File: config.mk
export PLATFORM = sky130hd
export DESIGN_NAME = max_distance_seat_allocator
export DESIGN_NICKNAME = d
export VERILOG_FILES = /design/src/hdl/msa_pkg.sv /design/src/hdl/max_distance_seat_allocator.sv /design/src/hdl/msa_seat_map.sv /design/src/hdl/msa_gap_scan.sv
export VERILOG_INCLUDE_DIRS = /design/src /design/src/hdl
export SDC_FILE = /design/constraint.sdc
export NUM_CORES = 1
export LEC_CHECK = 0
export BUFFER_PORTS_ARGS = -buffer_cell sky130_fd_sc_hd__buf_2
export CORE_MARGIN = 1.5
export CORE_UTILIZATION = 60
export CTS_CLUSTER_SIZE = 8
export DETAILED_ROUTE_END_ITERATION = 10
export PLACE_DENSITY_LB_ADDON = 0.15
export SYNTH_ARGS = -nofsm -noshare
export SYNTH_HDL_FRONTEND = slang
export SYNTH_SLANG_ARGS = --single-unit
File: constraint.sdc
create_clock -name clk -period 10.05 [get_ports clk]
set_input_delay 2.01 -clock clk [delete_from_list [all_inputs] [get_ports clk]]
set_output_delay 2.01 -clock clk [all_outputs]
set_load 0.1 [all_outputs]
File: src/hdl/max_distance_seat_allocator_macros.svh
// ----------------------------------------------------------------------------
// Assertion macros for the seat allocator
// Clocked on clk, disabled while rst_n is low.
// ----------------------------------------------------------------------------
`ifndef MAX_DISTANCE_SEAT_ALLOCATOR_MACROS_SVH
`define MAX_DISTANCE_SEAT_ALLOCATOR_MACROS_SVH

// check a condition at every edge
`define MSA_ASSERT(lbl, cond, msg) \
  lbl: assert property (@(posedge clk) disable iff (!rst_n) (cond)) else $error(msg);

// check a consequence in the same cycle
`define MSA_ASSERT_IMP(lbl, ante, cons, msg) \
  lbl: assert property (@(posedge clk) disable iff (!rst_n) (ante) |-> (cons)) \
    else $error(msg);

// check a consequence in the next cycle
`define MSA_ASSERT_NXT(lbl, ante, cons, msg) \
  lbl: assert property (@(posedge clk) disable iff (!rst_n) (ante) |=> (cons)) \
    else $error(msg);

`endif

File: src/hdl/msa_pkg.sv
// ----------------------------------------------------------------------------
// msa_pkg
// Shared types and constants of the max-distance seat allocator.
// ----------------------------------------------------------------------------
package msa_pkg;

  localparam int MAX_SEATS_DEF = 64;
  localparam int SEAT_ID_W     = 6;
  localparam int CFG_W         = 7;

  localparam logic [CFG_W-1:0] SEAT_COUNT_RST = 7'd64;

  localparam logic KIND_TAKE    = 1'b0;
  localparam logic KIND_RELEASE = 1'b1;

  typedef struct packed {
    logic                 kind;
    logic [SEAT_ID_W-1:0] release_seat;
  } msa_req_t;

  typedef struct packed {
    logic [SEAT_ID_W-1:0] assigned_seat;
    logic                 row_full;
  } msa_resp_t;

  typedef struct packed {
    logic start;
    logic step;
    logic occ;
  } msa_scan_ctl_t;

endpackage

File: src/hdl/max_distance_seat_allocator.sv
// ----------------------------------------------------------------------------
// max_distance_seat_allocator
// Row occupancy map with take requests that pick the seat farthest from
// any occupied neighbor, and release requests that free a seat.
// ----------------------------------------------------------------------------
// Requests enter on in_valid/in_ready with in_req; take results leave on
// out_valid/out_ready with out_resp. Releases give no result. cfg_wr_en with
// cfg_wr_data sets the number of seats in use; the registered count is used
// directly, so a write also applies to a scan in progress.
// After reset the map is swept clear, one seat per cycle, over all MAX_SEATS
// seats; in_ready stays low meanwhile.
// A release completes in the cycle it is accepted; in_ready stays high.
// A take scans the n seats in use through one registered read port and one
// shared gap compare unit, one seat per cycle; a drain state then lets the
// last read reach the gap unit, and the done state registers the result and
// opens in_ready for the next request.
// A request may be accepted while a result still waits in the output
// register; a take that finishes while the receiver stalls holds its result
// and in_ready low until the output register is free.
// ----------------------------------------------------------------------------
`include "max_distance_seat_allocator_macros.svh"

module max_distance_seat_allocator #(
  parameter int MAX_SEATS = msa_pkg::MAX_SEATS_DEF
) (
  input  logic                       clk,
  input  logic                       rst_n,
  input  logic                       in_valid,
  output logic                       in_ready,
  input  msa_pkg::msa_req_t          in_req,
  output logic                       out_valid,
  input  logic                       out_ready,
  output msa_pkg::msa_resp_t         out_resp,
  input  logic                       cfg_wr_en,
  input  logic [msa_pkg::CFG_W-1:0]  cfg_wr_data
);
  import msa_pkg::*;

  localparam int SEAT_W = $clog2(MAX_SEATS);
  localparam int CNT_W  = SEAT_W + 1;
  localparam int CMP_W  = (CNT_W > CFG_W) ? CNT_W : CFG_W;

  localparam logic [2:0] ST_CLEAR = 3'd0;
  localparam logic [2:0] ST_IDLE  = 3'd1;
  localparam logic [2:0] ST_SCAN  = 3'd2;
  localparam logic [2:0] ST_DRAIN = 3'd3;
  localparam logic [2:0] ST_DONE  = 3'd4;

  logic [2:0]       state_r;
  logic [2:0]       state_nxt;
  logic [CFG_W-1:0] seat_count_r;
  logic [SEAT_W-1:0] clr_cnt_r;
  logic [SEAT_W-1:0] cnt_r;
  logic              step_r;
  logic [SEAT_W-1:0] idx_r;
  logic              out_valid_r;
  msa_resp_t         out_resp_r;

  logic [CNT_W-1:0]  n_act;
  logic [SEAT_W-1:0] n_m1;
  logic              in_fire;
  logic              done_fire;
  logic              rel_ok;

  logic              wr_en;
  logic [SEAT_W-1:0] wr_addr;
  logic              wr_data;
  logic              rd_en;
  logic              rd_data;

  msa_scan_ctl_t     scan_ctl;
  logic [SEAT_W-1:0] pick_seat;
  logic              pick_full;

  // clamp the seat count to 1..MAX_SEATS
  always_comb begin
    if (seat_count_r == '0) begin
      n_act = CNT_W'(1);
    end else if (CMP_W'(seat_count_r) > CMP_W'(MAX_SEATS)) begin
      n_act = CNT_W'(MAX_SEATS);
    end else begin
      n_act = CNT_W'(seat_count_r);
    end
  end

  assign n_m1      = SEAT_W'(n_act - CNT_W'(1));
  assign in_ready  = (state_r == ST_IDLE);
  assign in_fire   = in_valid && in_ready;
  assign done_fire = (state_r == ST_DONE) && (!out_valid_r || out_ready);
  assign rel_ok    = CMP_W'(in_req.release_seat) < CMP_W'(n_act);
  assign rd_en     = (state_r == ST_SCAN);

  always_comb begin
    wr_en   = 1'b0;
    wr_addr = '0;
    wr_data = 1'b0;
    if (state_r == ST_CLEAR) begin
      wr_en   = 1'b1;
      wr_addr = clr_cnt_r;
    end else if (in_fire && in_req.kind == KIND_RELEASE && rel_ok) begin
      wr_en   = 1'b1;
      wr_addr = SEAT_W'(in_req.release_seat);
    end else if (done_fire && !pick_full) begin
      wr_en   = 1'b1;
      wr_addr = pick_seat;
      wr_data = 1'b1;
    end
  end

  always_comb begin
    state_nxt = state_r;
    unique case (state_r)
      ST_CLEAR: begin
        if (clr_cnt_r == SEAT_W'(MAX_SEATS - 1)) begin
          state_nxt = ST_IDLE;
        end
      end
      ST_IDLE: begin
        if (in_fire && in_req.kind == KIND_TAKE) begin
          state_nxt = ST_SCAN;
        end
      end
      ST_SCAN: begin
        if (cnt_r == n_m1) begin
          state_nxt = ST_DRAIN;
        end
      end
      ST_DRAIN: state_nxt = ST_DONE;
      ST_DONE: begin
        if (done_fire) begin
          state_nxt = ST_IDLE;
        end
      end
      default: state_nxt = ST_CLEAR;
    endcase
  end

  always_ff @(posedge clk) begin
    if (!rst_n) begin
      state_r      <= ST_CLEAR;
      seat_count_r <= SEAT_COUNT_RST;
      clr_cnt_r    <= '0;
      cnt_r        <= '0;
      step_r       <= 1'b0;
      out_valid_r  <= 1'b0;
    end else begin
      state_r <= state_nxt;
      step_r  <= rd_en;
      if (cfg_wr_en) begin
        seat_count_r <= cfg_wr_data;
      end
      if (state_r == ST_CLEAR) begin
        clr_cnt_r <= clr_cnt_r + SEAT_W'(1);
      end
      if (in_fire) begin
        cnt_r <= '0;
      end else if (rd_en) begin
        cnt_r <= cnt_r + SEAT_W'(1);
      end
      if (done_fire) begin
        out_valid_r <= 1'b1;
      end else if (out_ready) begin
        out_valid_r <= 1'b0;
      end
    end
  end

  always_ff @(posedge clk) begin
    idx_r <= cnt_r;
    if (done_fire) begin
      out_resp_r.assigned_seat <= SEAT_ID_W'(pick_seat);
      out_resp_r.row_full      <= pick_full;
    end
  end

  assign scan_ctl.start = in_fire;
  assign scan_ctl.step  = step_r;
  assign scan_ctl.occ   = rd_data;

  assign out_valid = out_valid_r;
  assign out_resp  = out_resp_r;

  msa_seat_map #(
    .MAX_SEATS (MAX_SEATS)
  ) u_map (
    .clk     (clk),
    .wr_en   (wr_en),
    .wr_addr (wr_addr),
    .wr_data (wr_data),
    .rd_en   (rd_en),
    .rd_addr (cnt_r),
    .rd_data (rd_data)
  );

  msa_gap_scan #(
    .MAX_SEATS (MAX_SEATS)
  ) u_scan (
    .clk       (clk),
    .ctl       (scan_ctl),
    .idx       (idx_r),
    .last_seat (n_m1),
    .seat      (pick_seat),
    .full      (pick_full)
  );

  `MSA_ASSERT_IMP(a_full_seat_zero, out_valid_r && out_resp_r.row_full,
                  out_resp_r.assigned_seat == '0, "full result with nonzero seat")
  `MSA_ASSERT_IMP(a_seat_in_range, out_valid_r && !out_resp_r.row_full,
                  CMP_W'(out_resp_r.assigned_seat) < CMP_W'(n_act), "seat beyond count")
  `MSA_ASSERT_NXT(a_done_loads_out, done_fire, out_valid_r, "result not registered")
  `MSA_ASSERT_IMP(a_no_read_in_clear, state_r == ST_CLEAR, !rd_en, "read during clear")
  `MSA_ASSERT_IMP(a_scan_bound, state_r == ST_SCAN,
                  CNT_W'(cnt_r) < n_act, "scan index past count")

endmodule

File: src/hdl/msa_seat_map.sv
// ----------------------------------------------------------------------------
// msa_seat_map
// Occupancy memory: one bit per seat, one write and one registered read port.
// ----------------------------------------------------------------------------
module msa_seat_map #(
  parameter int MAX_SEATS = msa_pkg::MAX_SEATS_DEF
) (
  input  logic                         clk,
  input  logic                         wr_en,
  input  logic [$clog2(MAX_SEATS)-1:0] wr_addr,
  input  logic                         wr_data,
  input  logic                         rd_en,
  input  logic [$clog2(MAX_SEATS)-1:0] rd_addr,
  output logic                         rd_data
);

  logic mem [MAX_SEATS];

  always_ff @(posedge clk) begin
    if (wr_en) begin
      mem[wr_addr] <= wr_data;
    end
  end

  always_ff @(posedge clk) begin
    if (rd_en) begin
      rd_data <= mem[rd_addr];
    end
  end

endmodule

File: src/hdl/msa_gap_scan.sv
// ----------------------------------------------------------------------------
// msa_gap_scan
// Shared gap unit: takes one seat per step, tracks the widest gap and
// resolves the head, midpoint and tail candidates into the chosen seat.
// ----------------------------------------------------------------------------
module msa_gap_scan #(
  parameter int MAX_SEATS = msa_pkg::MAX_SEATS_DEF,
  localparam int SEAT_W   = $clog2(MAX_SEATS)
) (
  input  logic                  clk,
  input  msa_pkg::msa_scan_ctl_t ctl,
  input  logic [SEAT_W-1:0]     idx,
  input  logic [SEAT_W-1:0]     last_seat,
  output logic [SEAT_W-1:0]     seat,
  output logic                  full
);
  import msa_pkg::*;

  logic              any_r;
  logic              best_ok_r;
  logic [SEAT_W-1:0] last_r;
  logic [SEAT_W-1:0] best_r;
  logic [SEAT_W-1:0] best_dist_r;
  logic [SEAT_W-1:0] half;
  logic [SEAT_W-1:0] tail_d;

  assign half   = (idx - last_r) >> 1;
  assign tail_d = last_seat - last_r;

  always_ff @(posedge clk) begin
    if (ctl.start) begin
      any_r       <= 1'b0;
      best_ok_r   <= 1'b0;
      last_r      <= '0;
      best_r      <= '0;
      best_dist_r <= '0;
    end else if (ctl.step && ctl.occ) begin
      if (!any_r) begin
        if (idx > best_dist_r) begin
          best_dist_r <= idx;
          best_r      <= '0;
          best_ok_r   <= 1'b1;
        end
        any_r <= 1'b1;
      end else if (half > best_dist_r) begin
        best_dist_r <= half;
        best_r      <= last_r + half;
        best_ok_r   <= 1'b1;
      end
      last_r <= idx;
    end
  end

  always_comb begin
    seat = '0;
    full = 1'b0;
    if (!any_r) begin
      seat = '0;
    end else if (tail_d > best_dist_r) begin
      seat = last_seat;
    end else if (best_ok_r) begin
      seat = best_r;
    end else begin
      full = 1'b1;
    end
  end

endmodule
==> results of run 1 <==
-- how the worst max path moves through the flow --
stage	startpoint	end	depth (start not counted)
3_5_place_dp	seat_count_r[2]	u_map.mem[13]	18
2_1_floorplan	seat_count_r[2]	u_map.mem[0]	18
6_report	seat_count_r[2]	u_map.mem[2]	18
4_1_cts	seat_count_r[2]	u_map.mem[13]	18
5_1_grt	seat_count_r[2]	u_map.mem[2]	18
3_3_place_gp	seat_count_r[2]	u_map.mem[21]	18
-- critical path, cell delays in order, from the launching register on --
cell and delay (ps):
dfxtp_1 360, or3_4 410, o41a_4 390, ha_1 240
xnor2_1 410, ha_1 350, o21ai_0 90, nand2b_1 110
a21o_1 180, a21oi_1 170, xnor2_1 100, ha_1 330
nand3_1 150, a21oi_1 370, o21a_1 340, mux2i_1 170
a221oi_2 400, nand4b_1 450, nor4_1 460
-- layer usage --
layer,GRT usage (%),vias to the layer above
met2,45.6,160
met5,0,-
li1,-,2291
met1,40.0,2411
met3,7.59,31
met4,11.4,0
-- power by group through the flow --
| stage | Combinational (mW) | Sequential, mW | Clock (mW) |
|---|---|---|---|
| final | 0.251 | 0.557 | 0.554 |
| after global routing | 0.277 | 0.558 | 0.582 |
| after CTS | 0.248 | 0.557 | 0.559 |
| after detailed placement | 0.246 | 0.567 | 0 |
| after global placement | 0.240 | 0.566 | 0 |
| after floorplan | 0.193 | 0.561 | 0 |
-- cell type report --
type	count	area, µm²	share of cell area [%]
timing repair buffer	31	165	2.22
multi-input combinational	440	3310	44.6
inverter	24	90.1	1.21
sequential	122	3160	42.5
clock inverter	11	105	1.41
clock buffer	20	425	5.72
tap	140	175	2.35
-- flip-flops by register name, summed over array words and instances (netlist names) --
name and count:
seat_count_r 7, u_scan.best_r 6, state_r 3, u_map.mem 64
u_scan.any_r 1, out_valid 1, u_scan.last_r 6, idx_r 6
step_r 1, out_resp 7, u_map.rd_data 1, u_scan.best_ok_r 1
clr_cnt_r 6, u_scan.best_dist_r 6, cnt_r 6
-- placed cells by master, fill, tap and decap left out, types with 5 or more instances in the layout --
cell type,netlist,layout
a211oi_1,5,5
a21o_1,11,11
a21oi_1,34,34
a22oi_1,6,6
and2_1,15,15
and3_1,6,6
buf_2,6,27
clkbuf_16,0,16
clkinv_2,0,5
dfxtp_1,50,50
edfxtp_1,72,72
ha_1,39,39
inv_1,23,23
mux2i_1,14,14
mux4_2,21,21
nand2_1,41,41
nand2b_1,7,7
nand3_1,14,14
nand4_1,7,7
nor2_1,71,71
nor2_2,6,6
nor2b_1,23,22
nor3_1,6,6
o211ai_1,7,7
o21a_1,6,6
o21ai_0,14,14
or3_1,9,9
xnor2_1,20,20
xor2_1,7,7
-- metrics by stage --
step	total power, mW	utilization, %
after global routing	1.42	68.6
after detailed placement	0.813	63.7
after global placement	0.806	63.7
after floorplan	0.754	-
after CTS	1.36	68.6
final	1.36	68.6
-- cell families after synthesis --
logic type	Yosys count	synth area share, %
fa+ha+maj	42	8.19
xor+xnor	27	3.54
buf+inv	50	3.27
flops	122	47.3
compound gates	111	11.4
mux	35	9.17
simple gates	225	17.2
==> reports/metrics.yaml, run 1 <==
worst_setup_path:
  cp.required_ps: 10240
  timing.rr.start: "seat_count_r[2]"
  cp-start-kind: "flop"
  reg2reg_to: "u_map.mem[2]"
  critical_path_arrival_ps: 6030
  critPathMaxFanout: 8
  rr_worst_depth: 18
  end_kind: "flop"
  crit_type: "reg -> reg"
  rrSetupSlack_ps: 4210
cells_and_area:
  layout.cells.non_filler: 788
  drive_gt1_share_pct: 14.2
  final_area_um2: 7440
  n_antenna_cell: 0
  nets: 697
  fill_cells: 840
  syn_to_final_growth_pct: 11.2
timing:
  clock_skew_ps: 10.1
  slew_headroom_pct: 20.8
  whs_ps: 467
  post-route-period-util_pct: 58.1
  fin_tns_setup_ps: 0
  fin_ws_ps: 4210
  hold_viol_final: 0
  rsz0062_at_grt: "false"
  tightestPinTransition_ps: 1190
  max_freq_mhz: 171
  setup_viol: 0
  period_minus_slack_ps: 5840
  final-max-slew-violation-count: 0
global_routing:
  antenna_found_initial: 0
  grt_pass1_wl_um: 25200
  grtUsageTotal_pct: 29.5
  grt_overflow: 0
  grt_pass1_vias: 4722
  grt_max_degree: 65
synth:
  synth_cells: 612
  synth-edff-count: 72
  syn-num-nets: 673
  yosysTopAreaCellShare_pct: 32.3
  yosys.area.top_type: "edfxtp_1"
  syn_avg_cell_area_um2: 10.9
  synth_warnings: 0
  synth_ff_type: "edfxtp_1"
  synthTopCellsByCount: "edfxtp_1 (72), nor2_1 (71), dfxtp_1 (50)"
  synthTopCellsByArea: "edfxtp_1 (32%), dfxtp_1 (15%), ha_1 (7.3%), mux4_2 (7.1%), nor2_1 (4.0%)"
  yosysUniqueCellTypes: 67
  ys_async_sr_fraction_pct: 0
  netlist_area_um2: 6690
  seq_area_frac_synth_pct: 47.3
  ys_ff_latch: 122
  synth.most_common_cell: "edfxtp_1"
detailed_routing:
  drt-wirelength-per-cell_um: 20.2
  route.detailed.drc: 0
  vias_per_cell: 6.21
  highest_layer: "met4"
  antenna_left: 0
  drt-met1-wl_um: 7000
  drtIter0Drc: 430
  vias: 4893
  routed_wl_um: 15900
  dr.pass1.iters: 5
  met3_length_um: 965
  wl_met2_um: 7500
clock_network:
  ctsHoldBuffers: 0
  root_buffer: "clkbuf_8"
  cts_buffers: 17
  cts_resized: 0
  clockBufferDepth: 2
  clk_pin_slew_worst_paths_ps: 60
  clock_latency_ps: 540
  post_cts.repair.setup_buffers: 0
  ctsHtreeMaxLevel: 4
  cts_tree: "built"
  cts_sinks: 122
floorplan:
  die_w_um: 109
  start_util_pct: 61.7
  coreArea_um2: 10800
  io_pins: 28
  rows: 38
  die_area_um2: 11800
  dieHeight_um: 109
power:
  ir_worst_vdd_mv: 0.140
  switchingPower_mw: 0.368
  power.share.sequential_pct: 40.9
  combPwrFrac_pct: 18.4
  clkPwrFrac_pct: 40.7
  p_int_mw: 0.994
  power_switching_share_pct: 27.0
  powerDensity_nw_per_um2: 183
  p_leak_nw: 2.70
placed_design:
  post-dp-hpwl_um: 11300
  pre_cts_ws_ps: 4320
  gp_congestion: 0.897
  io_buffers: 27
  place_inst: 757
  placed_area_um2: 6910
min_path:
  hold_path_end: "u_scan.best_dist_r[5]"
  hold_path_class: "reg -> reg"
  whs_path_depth: 2
  min_from: "u_scan.best_dist_r[5]"
status:
  status: "completed"
job:
  maxCapViolCount: 0
Note: power is estimated with default switching activity, not from simulation.
==> inputs of run 2 (changes only) <==
Settings changed: CORE_UTILIZATION 60 to 56.
Clock period 10.05 ns to 5.3 ns, I/O delays scaled along.
==> run 2 against run 1 <==
Against the previous run:
- critical path depth grew 2
- combinational power up 120%
- flip-flop and latch count unchanged
- clock power up 110%
- register-to-register slack worse by 4100 ps
- routed wire length is 3.0% higher
- cell area grew 4.4%
- worst setup slack worse by 4100 ps
- via count is 2.1% higher
- global-route usage is 2.6 points lower
==> reports/metrics.yaml, run 2 (synthesized netlist as in run 1, its figures left out) <==
status:
  status: "completed"  # unchanged
cells_and_area:
  layout_common_cells: "edfxtp_1 (72), nor2_1 (71), dfxtp_1 (50)"  # unchanged
  register_area_um2: 3160  # unchanged
  layout_commonest_cell: "edfxtp_1"  # unchanged
  top_register: "u_map.mem"  # unchanged
  fill_cells: 849  # was 840
  drive_gt1_share_pct: 20.7  # was 14.2%
  n_antenna_cell: 0  # unchanged
  multi_input_area_um2: 3430  # was 3310 µm²
  layout.cells.non_filler: 811  # was 788
  largest_reg_flops: 64  # unchanged
  syn_to_final_growth_pct: 16.1  # was 11.2%
  nets: 716  # was 697
worst_setup_path:
  slowest_delay_ps: 580  # was 460 ps
  path_cells: "or3_4 -> o41a_4 -> ha_1 -> inv_1 -> ha_1 -> nor2b_1 -> o21ai_0 -> nand2b_1 -> a21o_1 -> a21oi_1 -> xnor2_1 -> ha_1 -> a21oi_2 -> nand2_2 -> o21a_1 -> buf_4 -> o211ai_1 -> a21oi_1 -> or3_1 -> nor2_1"  # was or3_4 -> o41a_4 -> ha_1 -> xnor2_1 -> ha_1 -> o21ai_0 -> nand2b_1 -> a21o_1 -> a21oi_1 -> xnor2_1 -> ha_1 -> nand3_1 -> a21oi_1 -> o21a_1 -> mux2i_1 -> a221oi_2 -> nand4b_1 -> nor4_1
  crit_type: "reg -> reg"  # unchanged
  critPathSlowestCell: "or3_1"  # was nor4_1
  critical_path_arrival_ps: 5280  # was 6030 ps
  end_kind: "flop"  # unchanged
  crit_top_cell: "ha_1"  # unchanged
  cp.required_ps: 5420  # was 10,240 ps
  cp-start-kind: "flop"  # unchanged
  critPathMaxFanout: 8  # unchanged
clock_network:
  ctsHtreeMaxLevel: 4  # unchanged
  clk_pin_slew_worst_paths_ps: 60  # about the same
  clockBufferDepth: 2  # unchanged
  root_buffer: "clkbuf_16"  # was clkbuf_8
  cts_tree: "built"  # unchanged
  clock_latency_ps: 420  # was 540 ps
  cts_sinks: 122  # unchanged
  cts_buffers: 17  # unchanged
floorplan:
  rows: 39  # was 38
  die_area_um2: 12600  # was 11,800 µm²
  die_w_um: 112  # was 109 µm
  start_util_pct: 58.1  # was 61.7%
  coreArea_um2: 11500  # was 10,800 µm²
  io_pins: 28  # unchanged
  dieHeight_um: 112  # was 109 µm
detailed_routing:
  antenna_left: 0  # unchanged
  drtIter0Drc: 432  # was 430
  route.detailed.drc: 0  # unchanged
  vias_per_cell: 6.16  # was 6.21
  vias: 4998  # was 4,893
  routed_wl_um: 16400  # was 15,900 µm
  drt-wirelength-per-cell_um: 20.2  # about the same
  dr.pass1.iters: 5  # unchanged
power:
  p_int_mw: 1.99  # was 0.994 mW
  combPwrFrac_pct: 19.7  # was 18.4%
  switchingPower_mw: 0.779  # was 0.368 mW
  p_leak_nw: 2.84  # was 2.70 nW
  powerDensity_nw_per_um2: 356  # was 183 nW/µm²
  power.share.sequential_pct: 38.1  # was 40.9%
  clkPwrFrac_pct: 42.2  # was 40.7%
  ir_worst_vdd_mv: 0.275  # was 0.140 mV
  power_switching_share_pct: 28.2  # was 27.0%
min_path:
  hold_path_class: "reg -> reg"  # unchanged
placed_design:
  io_buffers: 27  # unchanged
  place_inst: 773  # was 757
  post-dp-hpwl_um: 11200  # was 11,300 µm
  gp_congestion: 0.932  # was 0.897
global_routing:
  grt_max_degree: 65  # unchanged
  grt_pass1_wl_um: 26000  # was 25,200 µm
  grtUsageTotal_pct: 26.9  # was 29.5%
  grt_pass1_vias: 4869  # was 4,722
  grt_overflow: 0  # unchanged
  antenna_found_initial: 0  # unchanged
timing:
  final-max-slew-violation-count: 0  # unchanged
  tightestPinTransition_ps: 1110  # was 1190 ps
  whs_ps: 455  # was 467 ps
  clock_skew_ps: 11.1  # was 10.1 ps
  max_freq_mhz: 194  # was 171 MHz
  rsz0062_at_grt: "true"  # was false
  period_minus_slack_ps: 5160  # was 5840 ps
  setup_viol: 0  # unchanged
  slew_headroom_pct: 26.0  # was 20.8%
  post-route-period-util_pct: 97.3  # was 58.1%
  hold_viol_final: 0  # unchanged
job:
  maxCapViolCount: 0  # unchanged
## run 2: what timing repair did
action,4_1_cts,5_1_grt
pin swaps,1,8
hold buffers,0,0
cloned,0,1
resized for setup,2,22
endpoints found under the setup margin,5,128
buffers inserted,1,4
## run 2: routing by layer
layer | global-route usage (%) | up-vias | routed length, µm
met5 | 0 | - | 0
met4 | 8.69 | 0 | 436
met3 | 5.18 | 36 | 1160
met2 | 42.7 | 209 | 7570
met1 | 37.8 | 2417 | 7200
li1 | - | 2336 | -
## run 2: critical path, delay by kind of cell, from the launching register on
kind	cells	cell delay, ps
xor gates and xnor gates	1	100
AOI/OAI and AO/OA	8	1790
adders and majority gates	3	940
buffers and inverters	2	230
and+or+nand+nor	6	1480
DFF	1	310
## run 2: through the flow
stage / worst slack, ps / util, % / total power, mW / instance area (µm²) / TNS [ps]
global placement: 130 / 60.9 / 1.55 / 7010 / 0
floorplan: 290 / - / 1.43 / 6690 / 0
finish: 143 / 67.4 / 2.76 / 7760 / 0
detailed placement: 19.2 / 60.9 / 1.56 / 7010 / 0
CTS: 3.98 / 66.2 / 2.73 / 7620 / 0
global route: -100 / 67.4 / 2.87 / 7760 / -2660
## run 2: power by group through the flow
stage	sequential (mW)	clock, mW	combinational (mW)
finish	1.05	1.17	0.544
global route	1.06	1.22	0.598
global placement	1.07	0	0.477
detailed placement	1.07	0	0.488
floorplan	1.06	0	0.366
CTS	1.05	1.18	0.497
## run 2: cell type report
type                       instances  share of cell area, %
sequential                       122                   40.7
multi-input combinational        441                   44.2
timing repair buffer              49                   3.92
clock inverter                    12                   1.79
inverter                          24                   1.16
clock buffer                      20                   5.90
tap                              143                   2.30
## run 2: worst paths after layout
kind	from	to	slack (ps)	depth (start not counted)
max	seat_count_r[2]	u_map.mem[45]	140	20
max reg2reg	seat_count_r[2]	u_map.mem[45]	140	20
min reg2reg	u_scan.best_dist_r[1]	u_scan.best_dist_r[1]	460	2
min	u_scan.best_dist_r[1]	u_scan.best_dist_r[1]	460	2
